--- config.mk ---
export PLATFORM = sky130hd
export DESIGN_NAME = cosine_table_interpolator
export DESIGN_NICKNAME = d
export VERILOG_FILES = /design/src/hw/rtl/cti_pkg.sv /design/src/hw/rtl/cti_fold.sv /design/src/hw/rtl/cti_scale.sv /design/src/hw/rtl/cti_interp.sv /design/src/hw/rtl/cosine_table_interpolator.sv
export SDC_FILE = /design/constraint.sdc
export NUM_CORES = 2
export LEC_CHECK = 0
export BUFFER_PORTS_ARGS = -buffer_cell sky130_fd_sc_hd__buf_4
export CAP_MARGIN = 25
export CORE_ASPECT_RATIO = 0.7
export CORE_MARGIN = 5
export CORE_UTILIZATION = 50
export DETAILED_ROUTE_END_ITERATION = 10
export PLACE_DENSITY = 0.68
export SYNTH_ARGS = -nofsm -noshare
export SYNTH_HDL_FRONTEND = slang
export SYNTH_SLANG_ARGS = --single-unit
--- constraint.sdc ---
create_clock -name i_clk -period 10.3 [get_ports i_clk]
set_clock_uncertainty 0.15 [all_clocks]
set_input_delay 2.06 -clock i_clk [delete_from_list [all_inputs] [get_ports i_clk]]
set_output_delay 2.06 -clock i_clk [all_outputs]
set_load 0.01 [all_outputs]
--- src/hw/rtl/cti_pkg.sv ---
// ----------------------------------------------------------------------------
// cti_pkg
// Shared constants and types for the cosine table interpolator.
// ----------------------------------------------------------------------------
package cti_pkg;

    localparam int ANGLE_W = 18;
    localparam int VALUE_W = 16;
    localparam int FOLD_W  = 15;
    localparam int SAMP_W  = 15;

    // Quadrant boundaries in Q3.14.
    localparam logic [ANGLE_W-1:0] HALF_PI_Q14       = 18'd25736;
    localparam logic [ANGLE_W-1:0] PI_Q14            = 18'd51472;
    localparam logic [ANGLE_W-1:0] THREE_HALF_PI_Q14 = 18'd77208;
    localparam logic [ANGLE_W-1:0] TWO_PI_Q14        = 18'd102944;

    // Position = folded * steps * 2^16 / 25736 = folded * steps * 2^13 / 3217.
    localparam int POS_FRAC_BITS = 16;
    localparam int DIV_SHIFT     = 13;
    localparam int DIV_ODD       = 3217;
    localparam int DIV_ODD_W     = 12;
    localparam int RECIP_SHIFT   = 40;
    localparam int RECIP_W       = 29;
    localparam longint unsigned RECIP_Q40 = (64'd1 << RECIP_SHIFT) / 64'd3217;

    // Sample generation, evaluated at elaboration only.
    localparam longint unsigned HALF_PI_Q30 = 64'd1686629713;
    localparam longint unsigned ONE_Q30     = 64'd1073741824;
    localparam int SERIES_TERMS = 9;
    localparam longint unsigned SERIES_DIV [1:SERIES_TERMS] =
        '{64'd2, 64'd12, 64'd30, 64'd56, 64'd90, 64'd132, 64'd182, 64'd240, 64'd306};

    typedef struct packed {
        logic oor;
        logic neg;
    } t_meta_s;

    typedef struct packed {
        t_meta_s            meta;
        logic [FOLD_W-1:0]  folded;
    } t_fold_s;

endpackage

--- src/hw/rtl/cti_fold.sv ---
// ----------------------------------------------------------------------------
// cti_fold
// Input register, magnitude and first-quadrant folding of the angle.
// ----------------------------------------------------------------------------
module cti_fold (
    input  logic                          i_clk,
    input  logic                          i_rst_n,
    input  logic                          i_valid,
    input  logic signed [17:0]            i_angle,
    output logic                          o_valid,
    output cti_pkg::t_fold_s              o_fold
);
    import cti_pkg::*;

    logic                     r_in_valid;
    logic [ANGLE_W-1:0]       r_angle;
    logic                     r_valid;
    t_fold_s                  r_fold;

    logic [ANGLE_W-1:0]       n_mag;
    logic [ANGLE_W-1:0]       n_rem;
    logic [1:0]               n_quad;
    t_fold_s                  n_fold;

    always_ff @(posedge i_clk) begin
        if (!i_rst_n) begin
            r_in_valid <= 1'b0;
            r_valid    <= 1'b0;
        end else begin
            r_in_valid <= i_valid;
            r_valid    <= r_in_valid;
        end
        r_angle <= i_angle;
        r_fold  <= n_fold;
    end

    always_comb begin
        // The most negative input maps to 2^17, which lands out of range.
        n_mag = r_angle[ANGLE_W-1] ? (~r_angle + 1'b1) : r_angle;
        if (n_mag >= THREE_HALF_PI_Q14) begin
            n_quad = 2'd3;
            n_rem  = n_mag - THREE_HALF_PI_Q14;
        end else if (n_mag >= PI_Q14) begin
            n_quad = 2'd2;
            n_rem  = n_mag - PI_Q14;
        end else if (n_mag >= HALF_PI_Q14) begin
            n_quad = 2'd1;
            n_rem  = n_mag - HALF_PI_Q14;
        end else begin
            n_quad = 2'd0;
            n_rem  = n_mag;
        end
        n_fold.meta.oor = (n_mag >= TWO_PI_Q14);
        n_fold.meta.neg = (n_quad == 2'd1) || (n_quad == 2'd2);
        // An out-of-range angle carries a zero folded angle so that the
        // later stages stay inside the table.
        if (n_fold.meta.oor) begin
            n_fold.folded = '0;
        end else begin
            n_fold.folded = n_quad[0] ? FOLD_W'(HALF_PI_Q14 - n_rem) : FOLD_W'(n_rem);
        end
    end

    assign o_valid = r_valid;
    assign o_fold  = r_fold;

    a_fold_bound: assert property (@(posedge i_clk) disable iff (!i_rst_n)
        r_valid |-> (r_fold.folded <= FOLD_W'(HALF_PI_Q14)))
        else $error("folded angle beyond a quarter turn");
    a_fold_valid: assert property (@(posedge i_clk) disable iff (!i_rst_n)
        i_valid |=> ##1 r_valid)
        else $error("fold stage dropped a transfer");
    a_fold_oor: assert property (@(posedge i_clk) disable iff (!i_rst_n)
        r_in_valid && (r_angle == 18'h20000) |=> r_fold.meta.oor)
        else $error("most negative angle not flagged");

endmodule

--- src/hw/rtl/cti_scale.sv ---
// ----------------------------------------------------------------------------
// cti_scale
// Scales the folded angle to a table position with 16 fraction bits,
// dividing by a constant through a reciprocal product and one correction.
// ----------------------------------------------------------------------------
module cti_scale #(
    parameter int QUARTER_STEPS = 90
) (
    input  logic                                        i_clk,
    input  logic                                        i_rst_n,
    input  logic                                        i_valid,
    input  cti_pkg::t_fold_s                            i_fold,
    output logic                                        o_valid,
    output cti_pkg::t_meta_s                            o_meta,
    output logic [cti_pkg::POS_FRAC_BITS+$clog2(QUARTER_STEPS+1)-1:0] o_pos
);
    import cti_pkg::*;

    localparam int STEP_W = $clog2(QUARTER_STEPS + 1);
    localparam int P_W    = $clog2(25736 * QUARTER_STEPS + 1);
    localparam int N_W    = P_W + DIV_SHIFT;
    localparam int POS_W  = POS_FRAC_BITS + STEP_W;
    localparam int PROD_W = P_W + RECIP_W;
    localparam int QP_W   = POS_W + DIV_ODD_W;

    logic [2:0]         r_valid;
    t_meta_s            r_meta [0:2];
    logic [P_W-1:0]     r_p;
    logic [P_W-1:0]     r_p2;
    logic [POS_W-1:0]   r_q0;
    logic [POS_W-1:0]   r_pos;

    logic [P_W-1:0]     n_p;
    logic [PROD_W-1:0]  n_prod;
    logic [QP_W-1:0]    n_qd;
    logic [N_W-1:0]     n_num;
    logic [N_W-1:0]     n_rem;
    logic [POS_W-1:0]   n_pos;

    always_comb begin
        n_p    = P_W'(i_fold.folded) * P_W'(QUARTER_STEPS);
        n_prod = PROD_W'(r_p) * PROD_W'(RECIP_Q40);
        // The estimate is low by at most one; the remainder tells.
        n_qd   = QP_W'(r_q0) * QP_W'(DIV_ODD);
        n_num  = {r_p2, {DIV_SHIFT{1'b0}}};
        n_rem  = n_num - N_W'(n_qd);
        n_pos  = (n_rem >= N_W'(DIV_ODD)) ? (r_q0 + 1'b1) : r_q0;
    end

    always_ff @(posedge i_clk) begin
        if (!i_rst_n) begin
            r_valid <= '0;
        end else begin
            r_valid <= {r_valid[1:0], i_valid};
        end
        r_meta[0] <= i_fold.meta;
        r_meta[1] <= r_meta[0];
        r_meta[2] <= r_meta[1];
        r_p       <= n_p;
        r_p2      <= r_p;
        r_q0      <= n_prod[RECIP_SHIFT-DIV_SHIFT +: POS_W];
        r_pos     <= n_pos;
    end

    assign o_valid = r_valid[2];
    assign o_meta  = r_meta[2];
    assign o_pos   = r_pos;

    a_pos_bound: assert property (@(posedge i_clk) disable iff (!i_rst_n)
        r_valid[2] |-> (r_pos <= (POS_W'(QUARTER_STEPS) << POS_FRAC_BITS)))
        else $error("table position beyond the last sample");
    a_rem_small: assert property (@(posedge i_clk) disable iff (!i_rst_n)
        r_valid[1] |-> (n_rem < N_W'(2 * DIV_ODD)))
        else $error("reciprocal estimate off by more than one");

endmodule

--- src/hw/rtl/cti_interp.sv ---
// ----------------------------------------------------------------------------
// cti_interp
// Sample lookup, linear interpolation between neighbors, sign and result
// register.
// ----------------------------------------------------------------------------
module cti_interp #(
    parameter int QUARTER_STEPS = 90
) (
    input  logic                                        i_clk,
    input  logic                                        i_rst_n,
    input  logic                                        i_valid,
    input  cti_pkg::t_meta_s                            i_meta,
    input  logic [cti_pkg::POS_FRAC_BITS+$clog2(QUARTER_STEPS+1)-1:0] i_pos,
    output logic                                        o_valid,
    output logic signed [15:0]                          o_value,
    output logic                                        o_out_of_range
);
    import cti_pkg::*;

    localparam int STEP_W = $clog2(QUARTER_STEPS + 1);
    localparam int ACC_W  = 2 * VALUE_W + 2;

    // Cosine of sample k, rounded to Q1.15 and clamped to 0..32767.
    function automatic logic [SAMP_W-1:0] cos_entry(input int k);
        longint unsigned x;
        longint unsigned x2;
        longint unsigned term;
        longint          sum;
        longint          rnd;
        x    = (longint'(k) * HALF_PI_Q30) / QUARTER_STEPS;
        x2   = (x * x) >> 30;
        term = ONE_Q30;
        sum  = longint'(ONE_Q30);
        for (int n = 1; n <= SERIES_TERMS; n++) begin
            term = ((term * x2) >> 30) / SERIES_DIV[n];
            if (n % 2 == 1) begin
                sum = sum - longint'(term);
            end else begin
                sum = sum + longint'(term);
            end
        end
        if (sum <= 0) begin
            rnd = 0;
        end else begin
            rnd = (sum + 16384) >>> 15;
        end
        if (rnd > 32767) begin
            rnd = 32767;
        end
        return SAMP_W'(rnd);
    endfunction

    logic [SAMP_W-1:0] samp [0:QUARTER_STEPS];

    for (genvar g = 0; g <= QUARTER_STEPS; g++) begin : g_samp
        assign samp[g] = cos_entry(g);
    end

    logic [2:0]                 r_valid;
    t_meta_s                    r_meta [0:1];
    logic [SAMP_W-1:0]          r_left;
    logic [SAMP_W-1:0]          r_right;
    logic [POS_FRAC_BITS-1:0]   r_frac;
    logic [SAMP_W-1:0]          r_left2;
    logic signed [ACC_W-1:0]    r_acc;
    logic signed [VALUE_W-1:0]  r_value;
    logic                       r_oor;

    logic [STEP_W-1:0]          n_idx;
    logic [STEP_W-1:0]          n_idx_r;
    logic signed [VALUE_W-1:0]  n_delta;
    logic signed [ACC_W-1:0]    n_acc;
    logic signed [ACC_W-1:0]    n_sum;
    logic [SAMP_W-1:0]          n_res;
    logic signed [VALUE_W-1:0]  n_value;

    always_comb begin
        n_idx   = i_pos[POS_FRAC_BITS +: STEP_W];
        // At the quarter-turn point the fraction is zero and the last sample
        // stands alone.
        n_idx_r = (n_idx >= STEP_W'(QUARTER_STEPS)) ? STEP_W'(QUARTER_STEPS)
                                                     : n_idx + 1'b1;
        n_delta = signed'(VALUE_W'(r_right)) - signed'(VALUE_W'(r_left));
        n_acc   = ACC_W'(n_delta) * signed'(ACC_W'(r_frac))
                + signed'(ACC_W'(1 << (POS_FRAC_BITS - 1)));
        n_sum   = signed'(ACC_W'(r_left2)) + (r_acc >>> POS_FRAC_BITS);
        if (n_sum > signed'(ACC_W'(32767))) begin
            n_res = SAMP_W'(32767);
        end else if (n_sum < 0) begin
            n_res = '0;
        end else begin
            n_res = n_sum[SAMP_W-1:0];
        end
        if (r_meta[1].oor) begin
            n_value = '0;
        end else if (r_meta[1].neg) begin
            n_value = -signed'(VALUE_W'(n_res));
        end else begin
            n_value = signed'(VALUE_W'(n_res));
        end
    end

    always_ff @(posedge i_clk) begin
        if (!i_rst_n) begin
            r_valid <= '0;
        end else begin
            r_valid <= {r_valid[1:0], i_valid};
        end
        r_meta[0] <= i_meta;
        r_meta[1] <= r_meta[0];
        r_left    <= samp[n_idx];
        r_right   <= samp[n_idx_r];
        r_frac    <= i_pos[POS_FRAC_BITS-1:0];
        r_left2   <= r_left;
        r_acc     <= n_acc;
        r_value   <= n_value;
        r_oor     <= r_meta[1].oor;
    end

    assign o_valid        = r_valid[2];
    assign o_value        = r_value;
    assign o_out_of_range = r_oor;

    a_oor_zero: assert property (@(posedge i_clk) disable iff (!i_rst_n)
        r_valid[1] && r_meta[1].oor |=> (r_value == '0))
        else $error("out-of-range result not zero");
    a_pos_sign: assert property (@(posedge i_clk) disable iff (!i_rst_n)
        r_valid[1] && !r_meta[1].oor && !r_meta[1].neg |=> !r_value[VALUE_W-1])
        else $error("first or fourth quadrant result negative");
    a_interp_range: assert property (@(posedge i_clk) disable iff (!i_rst_n)
        r_valid[1] |-> (n_sum >= 0) && (n_sum <= signed'(ACC_W'(32767))))
        else $error("interpolation left the sample range");

endmodule

--- src/hw/rtl/cosine_table_interpolator.sv ---
// ----------------------------------------------------------------------------
// cosine_table_interpolator
// Cosine of a Q3.14 angle in Q1.15 by quarter-wave table and linear
// interpolation.
//
//   channel | ports                              | direction
//   --------+------------------------------------+----------
//   command | i_start, o_busy, i_angle           | in
//   result  | o_valid, o_value, o_out_of_range   | out
//
// One angle is taken in every cycle; o_busy is always low.
// Each result appears in order, for one cycle, after passing the pipeline below.
// The pipeline holds the input register, fold, three scaling
// stages (multiply, reciprocal product, correction), lookup, interpolation
// multiply and the result register.
// Synchronous reset clears the valid chain; no clearing pass is needed.
// The receiver cannot stall, so nothing is held back.
// ----------------------------------------------------------------------------
module cosine_table_interpolator #(
    parameter int QUARTER_STEPS = 90
) (
    input  logic                i_clk,
    input  logic                i_rst_n,
    input  logic                i_start,
    output logic                o_busy,
    input  logic signed [17:0]  i_angle,
    output logic                o_valid,
    output logic signed [15:0]  o_value,
    output logic                o_out_of_range
);
    import cti_pkg::*;

    localparam int POS_W = POS_FRAC_BITS + $clog2(QUARTER_STEPS + 1);

    logic               fold_valid;
    t_fold_s            fold;
    logic               scale_valid;
    t_meta_s            scale_meta;
    logic [POS_W-1:0]   scale_pos;

    assign o_busy = 1'b0;

    cti_fold u_fold (
        .i_clk   (i_clk),
        .i_rst_n (i_rst_n),
        .i_valid (i_start),
        .i_angle (i_angle),
        .o_valid (fold_valid),
        .o_fold  (fold)
    );

    cti_scale #(
        .QUARTER_STEPS (QUARTER_STEPS)
    ) u_scale (
        .i_clk   (i_clk),
        .i_rst_n (i_rst_n),
        .i_valid (fold_valid),
        .i_fold  (fold),
        .o_valid (scale_valid),
        .o_meta  (scale_meta),
        .o_pos   (scale_pos)
    );

    cti_interp #(
        .QUARTER_STEPS (QUARTER_STEPS)
    ) u_interp (
        .i_clk          (i_clk),
        .i_rst_n        (i_rst_n),
        .i_valid        (scale_valid),
        .i_meta         (scale_meta),
        .i_pos          (scale_pos),
        .o_valid        (o_valid),
        .o_value        (o_value),
        .o_out_of_range (o_out_of_range)
    );

    a_latency: assert property (@(posedge i_clk) disable iff (!i_rst_n)
        i_start && !o_busy |-> ##8 o_valid)
        else $error("result missing eight cycles after transfer");
    a_no_spurious: assert property (@(posedge i_clk) disable iff (!i_rst_n)
        o_valid && $past(i_rst_n, 8) |-> $past(i_start, 8))
        else $error("result without a matching transfer");
    a_oor_out: assert property (@(posedge i_clk) disable iff (!i_rst_n)
        o_valid && o_out_of_range |-> (o_value == 16'sd0))
        else $error("flagged result carries a value");

endmodule
==> results.py <==
metrics = {
    "setup_path": {
        "reg2reg_depth": 38,
        "critPathRequiredTime_ns": 10.64,
        "worst_path_max_delay_cell": "fa_1",
        "terminus_of_the_critical_flop_to_flop_path": "u_interp.r_acc[29]",
        "setup.worst_path.end_class": "flip-flop",
        "timing.reg2reg.setup_slack_ns": 0.69,
        "critPathArrivalTime_ns": 9.95,
        "path_max_fanout": 16,
        "rr_startpoint": "u_interp.r_right[0]",
        "worstSetupPathType": "flip-flop to flip-flop",
        "cp-start-kind": "flip-flop",
        "cp_slowest_stage_delay_ns": 0.57,
        "critical-path-top-cell-by-count": "fa_1",
    },
    "floorplanning": {
        "rows": 84,
        "floorplan_die_area_um2": 81300,
        "design.portCount": 40,
        "floorplan.initialDensity": 0.504,
        "placeableCoreArea_um2": 75000,
        "floorplan.die.width_um": 339,
        "die_height_um": 240,
    },
    "timing": {
        "setup_tns_ns": 0,
        "timing.final.setup_violations": 0,
        "rsz0062_at_grt": "no",
        "setup_ws_ns": 0.685,
        "min_period_over_period": 0.933,
        "maxSlewViolCount": 0,
        "hold_viol_final": 0,
        "min_period_ns": 9.61,
        "fmax_ghz": 0.104,
        "worst_slew_margin_rel": 0.278,
        "max_slew.worst_pin.slew_ns": 1.07,
    },
    "synth": {
        "post_synth_num_cell_types": 103,
        "yosys_warnings": 0,
        "synth_top_flop_cell": "dfxtp_1",
        "post_synth_instance_area_um2": 37800,
        "postSynth.asyncResetShare": 0,
        "synth_edf_count": 0,
        "number_of_nets_produced_by_synthesis": 5422,
        "synth_largest_type_area_fraction": 0.256,
        "sequential_to_total_area_share_from_yosys_stat": 0.125,
        "synth_area_leaders": "fa_1, ha_1, dfxtp_1",
        "yosys_register_bits": 237,
        "synth_top_cell_by_area": "fa_1",
        "synthesis.instances": 4329,
        "average_instance_area_after_synthesis_um2": 8.74,
    },
    "clock_tree": {
        "clk_pin_slew_worst_paths_ns": 0.07,
        "cts-root-buf": "clkbuf_16",
        "cts.repair_timing.setup_buffer_count": 0,
        "clock_sink_count": 237,
        "clock_path_buffers": 3,
        "clkLatencyLatePin_ns": 0.59,
        "tritoncts": "yes",
        "htreeDepth": 1,
        "cts_made_buffers": 25,
        "cts-hold-fix-buffers": 0,
    },
    "hold_path": {
        "timing.hold.worst_path_depth": 0,
        "hold_start": "u_scale.o_pos[7]",
        "worstHoldEndpoint": "u_interp.r_frac[7]",
        "timing.hold.worst.class": "flip-flop to flip-flop",
    },
    "grt": {
        "number_of_global_route_vias_before_repair": 29600,
        "met1_track_demand_over_resource_in_global_routing": 0.385,
        "grt_antenna_before_repair": 1,
        "grt_most_used_layer": "met1",
        "grtUsageMet3": 0.0712,
        "gr_layer_usage_met2": 0.346,
        "grt_first_pass_wirelength_mm": 164,
        "grt_start_max_net_pins": 72,
        "global_route.usage.total": 0.249,
        "gr-total-overflow": 0,
    },
    "placed_design": {
        "placement.io_buffers": 38,
        "detailed_place_hpwl_mm": 80.2,
        "final_wtd_congestion": 0.930,
        "place_ws_ns": 0.226,
    },
    "layout": {
        "syn_to_final_growth_pct": 6.20,
        "multi_input_area_um2": 29500,
        "nets": 5408,
        "filler_cell_count": 6952,
        "layout.area.seq_um2": 4750,
        "drive_above_1_share": 0.0526,
    },
    "routing": {
        "firstDrtPassIters": 8,
        "routed-via-count": 30000,
        "routed_wirelength_mm": 101,
        "detail_route.wl_per_cell_um": 18.9,
        "detail-route-antenna-nets": 0,
        "drt_iter0_markers": 2690,
        "drt-vias-per-instance": 5.63,
        "drc_errors": 0,
    },
    "status": {
        "result_of_the_run": "completed",
    },
    "run": {
        "maxCapViolCount": 0,
    },
}
-- kinds of logic (layout without fill, tap and decap cells) --
kind of cell / after synthesis / in the layout / synth area share
muxes: 24 / 24 / 0.00652
other: 1 / 2 / 0.0000992
AOI/OAI and AO/OA: 794 / 794 / 0.140
and+or+nand+nor: 1067 / 1067 / 0.139
xor gates and xnor gates: 179 / 179 / 0.0421
adders and majority gates: 1072 / 1072 / 0.451
DFF: 237 / 237 / 0.125
buffers and inverters: 955 / 960 / 0.0959
-- flip-flops by register name (all words and copies together), names as in the netlist, 15 cells and up --
signal / cells
u_fold.o_fold: 17
u_fold.r_angle: 18
u_interp.o_value: 16
u_interp.r_acc: 18
u_interp.r_frac: 16
u_interp.r_left: 15
u_interp.r_left2: 15
u_interp.r_right: 15
u_scale.o_pos: 23
u_scale.r_p: 21
u_scale.r_p2: 21
u_scale.r_q0: 23
-- synthesized netlist by cell type, types with 8 or more instances --
library cell	number
inv_1	803
ha_1	589
fa_1	483
nand2_1	337
dfxtp_1	237
nor2_1	207
a21oi_1	190
o21ai_0	187
xnor2_1	124
clkbuf_1	121
and2_1	111
nand3_1	73
nor3_1	72
nor2b_1	59
xor2_1	52
a21o_1	50
a31oi_1	41
o211ai_1	37
nand2b_1	36
a211oi_1	34
o21a_1	30
nor4_1	26
or3_1	26
nand4_1	24
and3_1	19
mux2i_1	19
o22ai_1	19
o31ai_1	19
o311ai_0	17
a21boi_0	15
or2_2	15
nor3b_1	13
buf_1	12
a2111oi_0	11
a221oi_1	11
or4_1	11
and4_1	9
buf_2	9
o21bai_1	9
a31o_2	8
nand3b_1	8
-- worst max-delay path: cells and delay by family, from the launching register on --
family,cells,cell delay [ns]
AND/OR/NAND/NOR,7,1.55
XOR/XNOR,1,0.15
AO/OA/AOI/OAI,16,2.88
flip-flops,1,0.32
adder cells (fa/ha/maj),9,4.07
buffers and inverters,5,0.42
-- layout by cell type, fill, tap and decap left out, drive strengths merged, types with 74 or more instances in the layout --
cell / Yosys / routed
dfxtp: 237 / 237
fa: 483 / 483
nand2: 337 / 337
and2: 111 / 111
o21ai: 196 / 196
nor2: 207 / 207
xnor2: 125 / 125
ha: 589 / 589
a21oi: 191 / 191
buf: 26 / 106
inv: 803 / 807
nand3: 74 / 74
-- area by class of cell --
| type | instances | area share |
|---|---|---|
| multi-input cells | 3137 | 0.735 |
| flip-flops and latches | 237 | 0.118 |
| inverters | 808 | 0.0755 |
| well taps | 989 | 0.0308 |
| repair buffers | 106 | 0.0198 |
| clock buffers | 33 | 0.0173 |
| clock inverters | 13 | 0.00290 |
| diodes | 1 | 0.0000623 |
-- timing repair --
| item | 4_1_cts | 5_1_grt |
|---|---|---|
| gates resized for setup | 0 | 21 |
| endpoints found under the setup margin | 0 | 10 |
| endpoints found under the hold margin | 0 | 0 |
-- layer usage --
layer | wire length [µm] | part of all wire
met1 | 48200 | 0.48
met2 | 39400 | 0.39
met3 | 11000 | 0.11
met4 | 2010 | 0.020
met5 | 0 | 0
-- stage by stage --
| step | utilization | hold WS (ns) | instance area (µm²) | cells |
|---|---|---|---|---|
| after floorplan | - | 0.160 | 37800 | 4329 |
| after global placement | 0.523 | 0.161 | 39300 | 5276 |
| after detailed placement | 0.523 | 0.162 | 39300 | 5277 |
| after CTS | 0.534 | 0.177 | 40100 | 5323 |
| after global routing | 0.535 | 0.184 | 40200 | 5323 |
| final | 0.535 | 0.177 | 40200 | 5324 |
-- worst max-delay path by stage --
stage,from,slack [ns],endpoint
3_3_place_gp,u_interp.r_left[1],0.36,u_interp.r_acc[29]
2_1_floorplan,u_interp.r_left[2],0.57,u_interp.r_acc[29]
3_5_place_dp,u_interp.r_left[1],0.23,u_interp.r_acc[29]
6_report,u_interp.r_right[0],0.69,u_interp.r_acc[29]
5_1_grt,u_interp.r_right[0],0.04,u_interp.r_acc[29]
4_1_cts,u_interp.r_left[1],0.05,u_interp.r_acc[30]
Power is not shown: default switching activity piles up to over one toggle a cycle in this logic, so the estimate is an artifact.
